===== config.mk =====
export PLATFORM = sky130hd
export DESIGN_NAME = air_sensor_reading_checker_core
export DESIGN_NICKNAME = d
export VERILOG_FILES = /design/src/rtl/asrc_pkg.sv /design/src/rtl/asrc_in_stage.sv /design/src/rtl/asrc_frame.sv /design/src/rtl/asrc_out_stage.sv /design/src/rtl/air_sensor_reading_checker_core.sv
export SDC_FILE = /design/constraint.sdc
export NUM_CORES = 1
export LEC_CHECK = 0
export CORE_ASPECT_RATIO = 1.75
export CORE_MARGIN = 2
export CORE_UTILIZATION = 55
export CTS_CLUSTER_DIAMETER = 150
export DETAILED_ROUTE_END_ITERATION = 16
export DONT_BUFFER_PORTS = 1
export GPL_TIMING_DRIVEN = 0
export PLACE_DENSITY = 0.74
export SETUP_SLACK_MARGIN = 0.15
export SLEW_MARGIN = 40
export SYNTH_ARGS = -nofsm -noshare
export SYNTH_HDL_FRONTEND = slang
export SYNTH_SLANG_ARGS = --single-unit

===== constraint.sdc =====
create_clock -name clk -period 2.8 [get_ports clk]
set_clock_uncertainty 0.15 [all_clocks]
set_input_delay 0 -clock clk [delete_from_list [all_inputs] [get_ports clk]]
set_output_delay 0 -clock clk [all_outputs]
set_load 0.02 [all_outputs]

===== src/rtl/asrc_pkg.sv =====
// ----------------------------------------------------------------------------
// asrc_pkg
// Shared types, constants and the CRC-8 byte update for the reading checker.
// ----------------------------------------------------------------------------
package asrc_pkg;

    localparam logic [7:0] CRC_POLY      = 8'h31;
    localparam logic [7:0] CRC_INIT      = 8'hFF;
    localparam logic [7:0] CRC_TOP       = 8'h80;
    localparam logic [7:0] WARM_UP_RESET = 8'd16;
    localparam int         WORDS_PER_READING_DEF = 2;

    typedef enum logic [1:0] {
        CMD_START   = 2'd0,
        CMD_TICK    = 2'd1,
        CMD_BYTE    = 2'd2,
        CMD_BUS_ERR = 2'd3
    } cmd_t;

    typedef enum logic [1:0] {
        ST_VALID   = 2'd0,
        ST_WARM_UP = 2'd1,
        ST_FAILED  = 2'd2
    } status_t;

    // byte within the current word
    typedef enum logic [1:0] {
        BP_HIGH = 2'd0,
        BP_LOW  = 2'd1,
        BP_CRC  = 2'd2
    } byte_pos_t;

    typedef struct packed {
        cmd_t       cmd;
        logic [7:0] rx_byte;
    } req_t;

    typedef struct packed {
        status_t     status;
        logic [15:0] co2_eq;
        logic [15:0] tvoc;
    } rsp_t;

    // one processed transaction from the frame checker
    typedef struct packed {
        logic emit;
        rsp_t rsp;
    } step_t;

    // msb-first crc-8 update over one byte, no final xor
    function automatic logic [7:0] crc8_byte(input logic [7:0] crc, input logic [7:0] b);
        logic [7:0] c;
        c = crc ^ b;
        for (int k = 0; k < 8; k++)
        begin
            if ((c & CRC_TOP) != 8'h00)
                c = {c[6:0], 1'b0} ^ CRC_POLY;
            else
                c = {c[6:0], 1'b0};
        end
        return c;
    endfunction

endpackage


===== src/rtl/asrc_in_stage.sv =====
// ----------------------------------------------------------------------------
// asrc_in_stage
// Input register: holds one transaction until the frame checker takes it.
// ----------------------------------------------------------------------------
module asrc_in_stage
(
    input  logic            clk,
    input  logic            rst_n,
    input  logic            req_valid,
    output logic            req_ready,
    input  asrc_pkg::req_t  req,
    input  logic            advance,
    output logic            held_valid,
    output asrc_pkg::req_t  held
);

    logic           valid_reg;
    logic           valid_next;
    asrc_pkg::req_t data_reg;
    logic           load;

    assign req_ready  = !valid_reg || advance;
    assign load       = req_valid && req_ready;
    assign valid_next = load ? 1'b1 : (advance ? 1'b0 : valid_reg);

    always_ff @(posedge clk or negedge rst_n)
    begin
        if (!rst_n)
            valid_reg <= 1'b0;
        else
            valid_reg <= valid_next;
    end

    always_ff @(posedge clk)
    begin
        if (load)
            data_reg <= req;
    end

    assign held_valid = valid_reg;
    assign held       = data_reg;

endmodule


===== src/rtl/asrc_frame.sv =====
// ----------------------------------------------------------------------------
// asrc_frame
// Frame state and per-transaction decode: warm-up count, byte/word position,
// running CRC and captured words.
// ----------------------------------------------------------------------------
module asrc_frame #(
    parameter int WORDS_PER_READING = asrc_pkg::WORDS_PER_READING_DEF
)
(
    input  logic            clk,
    input  logic            rst_n,
    input  logic [7:0]      warm_up_ticks,
    input  asrc_pkg::req_t  req,
    input  logic            step_en,
    output asrc_pkg::step_t step
);

    localparam int WPW = (WORDS_PER_READING > 1) ? $clog2(WORDS_PER_READING) : 1;
    localparam logic [WPW-1:0] LAST_WORD   = WPW'(WORDS_PER_READING - 1);
    localparam logic [WPW-1:0] SECOND_WORD = WPW'(1);

    logic [7:0]          warm_left_reg,   warm_left_next;
    asrc_pkg::byte_pos_t byte_pos_reg,    byte_pos_next;
    logic [WPW-1:0]      word_pos_reg,    word_pos_next;
    logic [7:0]          crc_reg,         crc_next;
    logic                crc_good_reg,    crc_good_next;
    logic [7:0]          high_byte_reg,   high_byte_next;
    logic [15:0]         first_word_reg,  first_word_next;
    logic [15:0]         second_word_reg, second_word_next;
    logic [7:0]          crc_upd;
    logic                good;
    logic [15:0]         tvoc_word;

    assign crc_upd   = asrc_pkg::crc8_byte(crc_reg, req.rx_byte);
    assign good      = crc_good_reg && (req.rx_byte == crc_reg);
    assign tvoc_word = (WORDS_PER_READING >= 2) ? second_word_reg : 16'h0000;

    always_comb
    begin
        warm_left_next   = warm_left_reg;
        byte_pos_next    = byte_pos_reg;
        word_pos_next    = word_pos_reg;
        crc_next         = crc_reg;
        crc_good_next    = crc_good_reg;
        high_byte_next   = high_byte_reg;
        first_word_next  = first_word_reg;
        second_word_next = second_word_reg;
        step.emit        = 1'b0;
        step.rsp.status  = asrc_pkg::ST_FAILED;
        step.rsp.co2_eq  = 16'h0000;
        step.rsp.tvoc    = 16'h0000;

        case (req.cmd)
            asrc_pkg::CMD_START:
            begin
                warm_left_next = warm_up_ticks;
                byte_pos_next  = asrc_pkg::BP_HIGH;
                word_pos_next  = '0;
                crc_next       = asrc_pkg::CRC_INIT;
                crc_good_next  = 1'b1;
            end
            asrc_pkg::CMD_TICK:
            begin
                byte_pos_next = asrc_pkg::BP_HIGH;
                word_pos_next = '0;
                crc_next      = asrc_pkg::CRC_INIT;
                crc_good_next = 1'b1;
                if (warm_left_reg != 8'd0)
                begin
                    warm_left_next  = warm_left_reg - 8'd1;
                    step.emit       = 1'b1;
                    step.rsp.status = asrc_pkg::ST_WARM_UP;
                end
            end
            asrc_pkg::CMD_BUS_ERR:
            begin
                byte_pos_next   = asrc_pkg::BP_HIGH;
                word_pos_next   = '0;
                crc_next        = asrc_pkg::CRC_INIT;
                crc_good_next   = 1'b1;
                step.emit       = 1'b1;
                step.rsp.status = asrc_pkg::ST_FAILED;
            end
            default:
            begin
                case (byte_pos_reg)
                    asrc_pkg::BP_HIGH:
                    begin
                        high_byte_next = req.rx_byte;
                        crc_next       = crc_upd;
                        byte_pos_next  = asrc_pkg::BP_LOW;
                    end
                    asrc_pkg::BP_LOW:
                    begin
                        crc_next      = crc_upd;
                        byte_pos_next = asrc_pkg::BP_CRC;
                        if (word_pos_reg == '0)
                            first_word_next = {high_byte_reg, req.rx_byte};
                        else if (word_pos_reg == SECOND_WORD)
                            second_word_next = {high_byte_reg, req.rx_byte};
                    end
                    default:
                    begin
                        // crc byte closes the word
                        byte_pos_next = asrc_pkg::BP_HIGH;
                        crc_next      = asrc_pkg::CRC_INIT;
                        if (word_pos_reg == LAST_WORD)
                        begin
                            word_pos_next = '0;
                            crc_good_next = 1'b1;
                            step.emit     = 1'b1;
                            if (good)
                            begin
                                step.rsp.status = asrc_pkg::ST_VALID;
                                step.rsp.co2_eq = first_word_reg;
                                step.rsp.tvoc   = tvoc_word;
                            end
                        end
                        else
                        begin
                            word_pos_next = word_pos_reg + WPW'(1);
                            crc_good_next = good;
                        end
                    end
                endcase
            end
        endcase
    end

    always_ff @(posedge clk or negedge rst_n)
    begin
        if (!rst_n)
        begin
            warm_left_reg   <= 8'd0;
            byte_pos_reg    <= asrc_pkg::BP_HIGH;
            word_pos_reg    <= '0;
            crc_reg         <= asrc_pkg::CRC_INIT;
            crc_good_reg    <= 1'b1;
            high_byte_reg   <= 8'd0;
            first_word_reg  <= 16'h0000;
            second_word_reg <= 16'h0000;
        end
        else if (step_en)
        begin
            warm_left_reg   <= warm_left_next;
            byte_pos_reg    <= byte_pos_next;
            word_pos_reg    <= word_pos_next;
            crc_reg         <= crc_next;
            crc_good_reg    <= crc_good_next;
            high_byte_reg   <= high_byte_next;
            first_word_reg  <= first_word_next;
            second_word_reg <= second_word_next;
        end
    end

endmodule


===== src/rtl/asrc_out_stage.sv =====
// ----------------------------------------------------------------------------
// asrc_out_stage
// Result register: holds one result until the consumer takes it.
// ----------------------------------------------------------------------------
module asrc_out_stage
(
    input  logic            clk,
    input  logic            rst_n,
    input  logic            load,
    input  asrc_pkg::rsp_t  rsp_in,
    output logic            busy,
    output logic            rsp_valid,
    input  logic            rsp_ready,
    output asrc_pkg::rsp_t  rsp
);

    logic           valid_reg;
    logic           valid_next;
    asrc_pkg::rsp_t data_reg;

    assign busy       = valid_reg && !rsp_ready;
    assign valid_next = load ? 1'b1 : (rsp_ready ? 1'b0 : valid_reg);

    always_ff @(posedge clk or negedge rst_n)
    begin
        if (!rst_n)
            valid_reg <= 1'b0;
        else
            valid_reg <= valid_next;
    end

    always_ff @(posedge clk)
    begin
        if (load)
            data_reg <= rsp_in;
    end

    assign rsp_valid = valid_reg;
    assign rsp       = data_reg;

endmodule


===== src/rtl/air_sensor_reading_checker_core.sv =====
// path: an accepted transaction is held in the input register, and its result is
// then loaded into the result register, which drives rsp_valid
// throughput: one transaction per cycle; a transaction that emits stalls only
// while the result register still holds a result that was not taken
// the crc byte update is an unrolled eight-step shift network between the registers
// reset: rst_n clears both stages, warm-up count 0, crc 0xFF, register to 16
// ----------------------------------------------------------------------------
// air_sensor_reading_checker_core
// Checks CRC-8 protected word frames of a gas sensor reading and reports
// valid, warm-up or failed results.
// ----------------------------------------------------------------------------
module air_sensor_reading_checker_core #(
    parameter int WORDS_PER_READING = asrc_pkg::WORDS_PER_READING_DEF
)
(
    input  logic            clk,
    input  logic            rst_n,
    input  logic            cfg_we,
    input  logic [7:0]      cfg_wdata,
    input  logic            req_valid,
    output logic            req_ready,
    input  asrc_pkg::req_t  req,
    output logic            rsp_valid,
    input  logic            rsp_ready,
    output asrc_pkg::rsp_t  rsp
);

    logic [7:0]      warm_cfg_reg;
    logic            held_valid;
    asrc_pkg::req_t  held;
    asrc_pkg::step_t step;
    logic            out_busy;
    logic            advance;

    always_ff @(posedge clk or negedge rst_n)
    begin
        if (!rst_n)
            warm_cfg_reg <= asrc_pkg::WARM_UP_RESET;
        else if (cfg_we)
            warm_cfg_reg <= cfg_wdata;
    end

    // a transaction that emits nothing never waits on the result register
    assign advance = held_valid && (!step.emit || !out_busy);

    asrc_in_stage u_in
    (
        .clk        (clk),
        .rst_n      (rst_n),
        .req_valid  (req_valid),
        .req_ready  (req_ready),
        .req        (req),
        .advance    (advance),
        .held_valid (held_valid),
        .held       (held)
    );

    asrc_frame #(
        .WORDS_PER_READING (WORDS_PER_READING)
    ) u_frame
    (
        .clk           (clk),
        .rst_n         (rst_n),
        .warm_up_ticks (warm_cfg_reg),
        .req           (held),
        .step_en       (advance),
        .step          (step)
    );

    asrc_out_stage u_out
    (
        .clk       (clk),
        .rst_n     (rst_n),
        .load      (advance && step.emit),
        .rsp_in    (step.rsp),
        .busy      (out_busy),
        .rsp_valid (rsp_valid),
        .rsp_ready (rsp_ready),
        .rsp       (rsp)
    );

endmodule

# [Yosys cells after proc, flatten, opt, wreduce, memory -nomap -nowiden]
# Cells that the tools add are included.
[classes] add_sub_neg=2 n_eq_ne=6 mux=29 bitwise=12 reduce_logical=25
[ops] cell="35-bit two-way mux" count=2
[ops] cell="6-bit two-way mux" count=8
[ops] cell="34-bit two-way mux" count=1
[ops] cell="8-bit two-way mux" count=3
[ops] cell="3-bit NOT" count=8
[ops] cell="8-bit one-hot mux with 2 select lines" count=1
[ops] cell="1-bit two-way mux" count=10
[ops] cell="3-bit one-hot mux with 3 select lines" count=1
[ops] cell="8-bit equality test" count=1
[ops] cell="4-bit AND reduction" count=2
[ops] cell="8-bit nonzero test" count=1
[ops] cell="8-bit by 1-bit subtractor with 8-bit output, second input constant" count=1
[ops] cell="8-bit XOR" count=1
[ops] cell="7-bit OR reduction" count=1
[ops] cell="3-bit AND reduction" count=2
[ops] cell="2-bit nonzero test" count=3
[ops] cell="1-bit logical AND" count=5
[ops] cell="2-bit by 1-bit equality test with 1-bit output, second input constant" count=2
[ops] cell="1-bit logical NOT" count=4
[ops] cell="2-bit logical NOT" count=2
[ops] cell="2-bit one-hot mux with 2 select lines" count=1
[ops] cell="3-bit two-way mux" count=1
[ops] cell="1-bit NOT" count=3
[ops] cell="3-bit OR reduction" count=1
[ops] cell="8 further kinds" count=9
[word_totals] regBits=114 in_bits=23 output_inout_bits=36 elab_cells=90

# [Depth between registers and ports, before layout]
[depth] word_depth=19 depth_mapped=7 depth_no_buf=6

# [Modules after synthesis]
# A second synthesis with hierarchy kept.
[hier_totals] hier_cells=329 hier_area_um2=4958.5
[by_module_without_submodules] mod="asrc_frame" instances=1 cells_each=259 area_each_um2=3189.3 seq_area_each_um2=1512.7
[by_module_without_submodules] mod="asrc_out_stage" instances=1 cells_each=37 area_each_um2=1066.0 seq_area_each_um2=1046.0
[by_module_without_submodules] mod="asrc_in_stage" instances=1 cells_each=14 area_each_um2=354.1 seq_area_each_um2=325.3
[by_module_without_submodules] mod="air_sensor_reading_checker_core" instances=1 cells_each=19 area_each_um2=349.1 seq_area_each_um2=201.4

# [Least setup slack after synthesis]
# Ideal clock, no wire load.
[synth_path] path_type="reg2reg" startpoint="register u_frame.warm_left_reg[0]" endpoint="register u_out.data_reg, in the netlist u_out.rsp[0] (enable)" setup_ns=0.394 arrival_time_ns=2.287 path_slack_ns=-0.031 stages_incl_launch_ff=8 n_path_buf=1 path_cell_list="dfrtp_1 inv_1 ha_1 nor3b_1 a21o_1 and2_1 buf_2 and2_1"
[synth_via] elab_chain_cells=7
[synth_rtl] element="start: declaration" line="asrc_frame.sv:22" rtl="logic [7:0] warm_left_reg, warm_left_next;"
[synth_rtl] element="start signal: assignment" line="asrc_frame.sv:145" rtl="warm_left_reg <= warm_left_next;"
[synth_rtl] element="8-bit nonzero test (*)" line="asrc_frame.sv:68" rtl="if (warm_left_reg != 8'd0)"
[synth_rtl] element="3-bit two-way mux (*)" line="asrc_frame.sv:68"
[synth_rtl] element="3-bit one-hot mux with 3 select lines (*)" line="asrc_frame.sv:53" rtl="case (req.cmd)"
[synth_rtl] element="1-bit logical NOT" line="air_sensor_reading_checker_core.sv:44" rtl="assign advance = held_valid && (!step.emit || !out_busy);"
[synth_rtl] element="1-bit logical OR" line="air_sensor_reading_checker_core.sv:44"
[synth_rtl] element="1-bit logical AND" line="air_sensor_reading_checker_core.sv:44"
[synth_rtl] element="1-bit logical AND (*)" line="air_sensor_reading_checker_core.sv:74" rtl=".load (advance && step.emit),"
[synth_rtl] element="named net u_out.load" line="asrc_out_stage.sv:9" rtl="input logic load,"
[synth_rtl] element="end signal: assignment" line="asrc_out_stage.sv:35" rtl="data_reg <= rsp_in;"
[synth_rtl] element="end: declaration" line="asrc_out_stage.sv:19" rtl="asrc_pkg::rsp_t data_reg;"
# The timed path passes the listed nets; every way through them passes the cells marked *.
# A chain may end at the register's enable or synchronous reset.

# [Final worst setup path]
[layout_path] startpoint="register u_frame.warm_left_reg[0]" endpoint="register u_in.valid_reg (netlist: u_in.held_valid)"
[layout_via] elab_chain_cells=9
[layout_rtl] element="8-bit nonzero test (*)" line="asrc_frame.sv:68"
[layout_rtl] element="3-bit two-way mux (*)" line="asrc_frame.sv:68"
[layout_rtl] element="3-bit one-hot mux with 3 select lines (*)" line="asrc_frame.sv:53"
[layout_rtl] element="1-bit logical NOT (*)" line="air_sensor_reading_checker_core.sv:44"
[layout_rtl] element="1-bit logical OR (*)" line="air_sensor_reading_checker_core.sv:44"
[layout_rtl] element="1-bit logical AND (*)" line="air_sensor_reading_checker_core.sv:44"
[layout_rtl] element="1-bit logical OR" line="asrc_in_stage.sv:22" rtl="assign req_ready = !valid_reg || advance;"
[layout_rtl] element="1-bit logical AND" line="asrc_in_stage.sv:23" rtl="assign load = req_valid && req_ready;"
[layout_rtl] element="1-bit two-way mux or 2-bit nonzero test (tied branches)"
[layout_rtl] element="end signal: assignment" line="asrc_in_stage.sv:31" rtl="valid_reg <= valid_next;"
[layout_rtl] element="end: declaration" line="asrc_in_stage.sv:17" rtl="logic valid_reg;"
# Mark *: on every way between the ends. The rest lies on a longest branch, timed or not.

==> flow_metrics.env <==
export IMPL_power_density_nw_per_um2=884
export IMPL_ys_seq_area_share_pct=61.9
export IMPL_cts_sinks=114
export IMPL_dp_cells=455
export IMPL_cts_root_buf="clkbuf_16"
export IMPL_crit_buf_inv=2
export IMPL_worstPathRequired_ps=2940
export IMPL_async_reset_ff_share_pct=61.4
export IMPL_slew_violations=0
export IMPL_whs_path_depth=1
export IMPL_core_area_um2=8920
export IMPL_synth_enable_flop_cells=44
export IMPL_grtUsageTotal_pct=20.5
export IMPL_rr_worst_depth=7
export IMPL_cp_slowest_cell="dlygate4sd3_1"
export IMPL_start_kind="flip-flop"
export IMPL_wl_um=9450
export IMPL_layout_nets=414
export IMPL_cts_buffers=17
export IMPL_fmax_ghz=0.395
export IMPL_min_delay_start="req[1]"
export IMPL_antenna_found_initial=0
export IMPL_status="finished clean"
export IMPL_post_cts_buffers=0
export IMPL_insertion_delay_ps=410
export IMPL_netlist_area_um2=4990
export IMPL_ys_types=52
export IMPL_synth_avg_cell_area_um2=14.9
export IMPL_io_pins=59
export IMPL_r2r_start="u_frame.warm_left_reg[0]"
export IMPL_fp_dieH_um=130
export IMPL_endpoint_kind="flip-flop"
export IMPL_layout_commonest_cell="dfrtp_1"
export IMPL_port_buffers=0
export IMPL_netlist_instances=335
export IMPL_hold_ws_ps=68.1
export IMPL_hpwl_um=6040
export IMPL_antenna_cells=0
export IMPL_slowest_delay_ps=540
export IMPL_grt_pass1_vias=2976
export IMPL_grt_max_degree=43
export IMPL_clk_pin_slew_ps=50
export IMPL_crit_family="compound AO/OA/AOI/OAI gates"
export IMPL_fp_dieArea_um2=9880
export IMPL_ys_warnings_count=0
export IMPL_peakVddDrop_mv=0.512
export IMPL_critPathMaxFanout=6
export IMPL_holdPathEnd="u_in.held[1]"
export IMPL_synthesis_nets=360
export IMPL_crit_chain="inv_1 -> ha_1 -> nor3b_2 -> a21oi_1 -> a21o_1 -> a31o_2 -> dlygate4sd3_1"
export IMPL_r2r_end="u_in.held_valid"
export IMPL_viasPerCell=5.53
export IMPL_place_congestion=0.875
export IMPL_hp_class="in2reg"
export IMPL_final_layout_size_suffix_gt1_share_pct=21.9
export IMPL_synth_xor_area_share_pct=5.12
export IMPL_synthMuxAreaShare_pct=12.3
export IMPL_drt_pass1_iterations=4
export IMPL_path_class="reg2reg"
export IMPL_fin_ws_ps=267
export IMPL_grt_first_pass_wirelength_um=15200
export IMPL_drcViolationCount=0
export IMPL_synth_seq_cells=114
export IMPL_mostFrequentLayoutCells="dfrtp_1, edfxtp_1, and2_1"
export IMPL_pre_cts_ws_ps=-193
export IMPL_grt_setup_unrepaired="false"
export IMPL_critPathArrivalTime_ps=2670
export IMPL_worst_slew_pin_slew_ps=557
export IMPL_layout_cells_non_filler=522
export IMPL_drt_iter0_drc=110
export IMPL_finalCriticalPeriod_ps=2530
export IMPL_die_w_um=76.0
export IMPL_antenna_left=0
export IMPL_syn2layout_area_growth_pct=22.9
export IMPL_yosys_area_share_simple_pct=10.3
export IMPL_drv_cap=0
export IMPL_tritoncts="built"
export IMPL_finalCritPeriodShare_pct=90.5
export IMPL_final_hold_viol_count=0
export IMPL_start_util_pct=55.9
export IMPL_clock_tree_buffer_depth=2
export IMPL_synth_fa_ha_area_share_pct=0.502
export IMPL_finalSetupViolations=0
export IMPL_wl_per_cell_um=18.1
export IMPL_grt_remaining_overflow=0
export IMPL_cts_htree_levels=4
export IMPL_synthFlopType="dfrtp_1"
export IMPL_max_slew_margin_pct=62.9
export IMPL_largest_reg_flops=34
export IMPL_rrSetupSlack_ps=270
export IMPL_power_leakage_uw=0.00264
export IMPL_via_count=2888
export IMPL_synth_compound_area_share_pct=7.37
export IMPL_row_count=46
export IMPL_synth_top_family_by_area="multiplexers"
## timing repair
action                                  4_1_cts  5_1_grt
cloned                                        0        1
hold endpoints to repair                    103        0
resized for setup                             4        2
hold buffers                                 34        0
pin swaps                                     0        0
endpoints found under the setup margin       44       54
## layer usage
layer	wire, um	global-route usage, %
met1	3610	21.3
met2	5360	37.9
met3	294	6.85
met4	181	9.20
met5	0	0
## layout make-up
class,count,area [um^2]
Timing Repair Buffer,34,368
Fill cell,641,2790
Tap cell,120,150
Clock buffer,19,433
Inverter,8,30.0
Buffer,16,96.3
Sequential cell,114,3090
Multi-Input combinational cell,198,1830
Clock inverter,13,143
## report_power, final
group	leakage [uW]	switching, uW	internal (uW)	total [uW]
clock	0.000283	703	1380	2080
sequential	0.00129	250	2070	2320
combinational	0.00107	444	573	1020
## cell families after synthesis
logic type                 count (synthesis)
xor gates and xnor gates                  22
DFF                                      114
muxes                                     48
AOI/OAI and AO/OA                         50
adders and majority gates                  2
buffers and inverters                     24
and+or+nand+nor                           75
## cells in the mapped netlist, types with 7 or more instances
| master | number | area (um^2) |
|---|---|---|
| dfrtp_1 | 60 | 1500 |
| edfxtp_1 | 44 | 1320 |
| and2_1 | 34 | 213 |
| mux2_1 | 20 | 225 |
| mux2_4 | 20 | 300 |
| xnor2_1 | 13 | 114 |
| dfstp_2 | 10 | 263 |
| a2bb2oi_1 | 9 | 78.8 |
| a21oi_1 | 8 | 40.0 |
| inv_1 | 8 | 30.0 |
| mux2_2 | 7 | 78.8 |
| nor2_1 | 7 | 26.3 |
## how the worst max path moves through the flow
stage	end	slack [ps]	cells past startpoint	start
2_1_floorplan	u_out.rsp[0]	320	7	u_frame.warm_left_reg[0]
3_3_place_gp	u_in.held[7]	-290	6	u_frame.warm_left_reg[0]
3_5_place_dp	u_out.rsp[32]	-190	7	u_frame.warm_left_reg[0]
4_1_cts	u_out.rsp[23]	210	7	u_frame.warm_left_reg[0]
5_1_grt	u_in.held_valid	170	7	u_frame.warm_left_reg[0]
6_report	u_in.held_valid	270	7	u_frame.warm_left_reg[0]
## through the flow
step | area, um^2 | setup TNS [ps] | util, % | total power [uW]
finish | 6130 | 0 | 68.7 | 5420
global route | 6130 | 0 | 68.7 | 5660
CTS | 6110 | 0 | 68.5 | 5450
floorplan | 4990 | 0 | - | 3070
detailed placement | 5150 | -6450 | 57.7 | 3260
global placement | 5140 | -8110 | 57.6 | 3200
(Power assumes the default switching activity.)
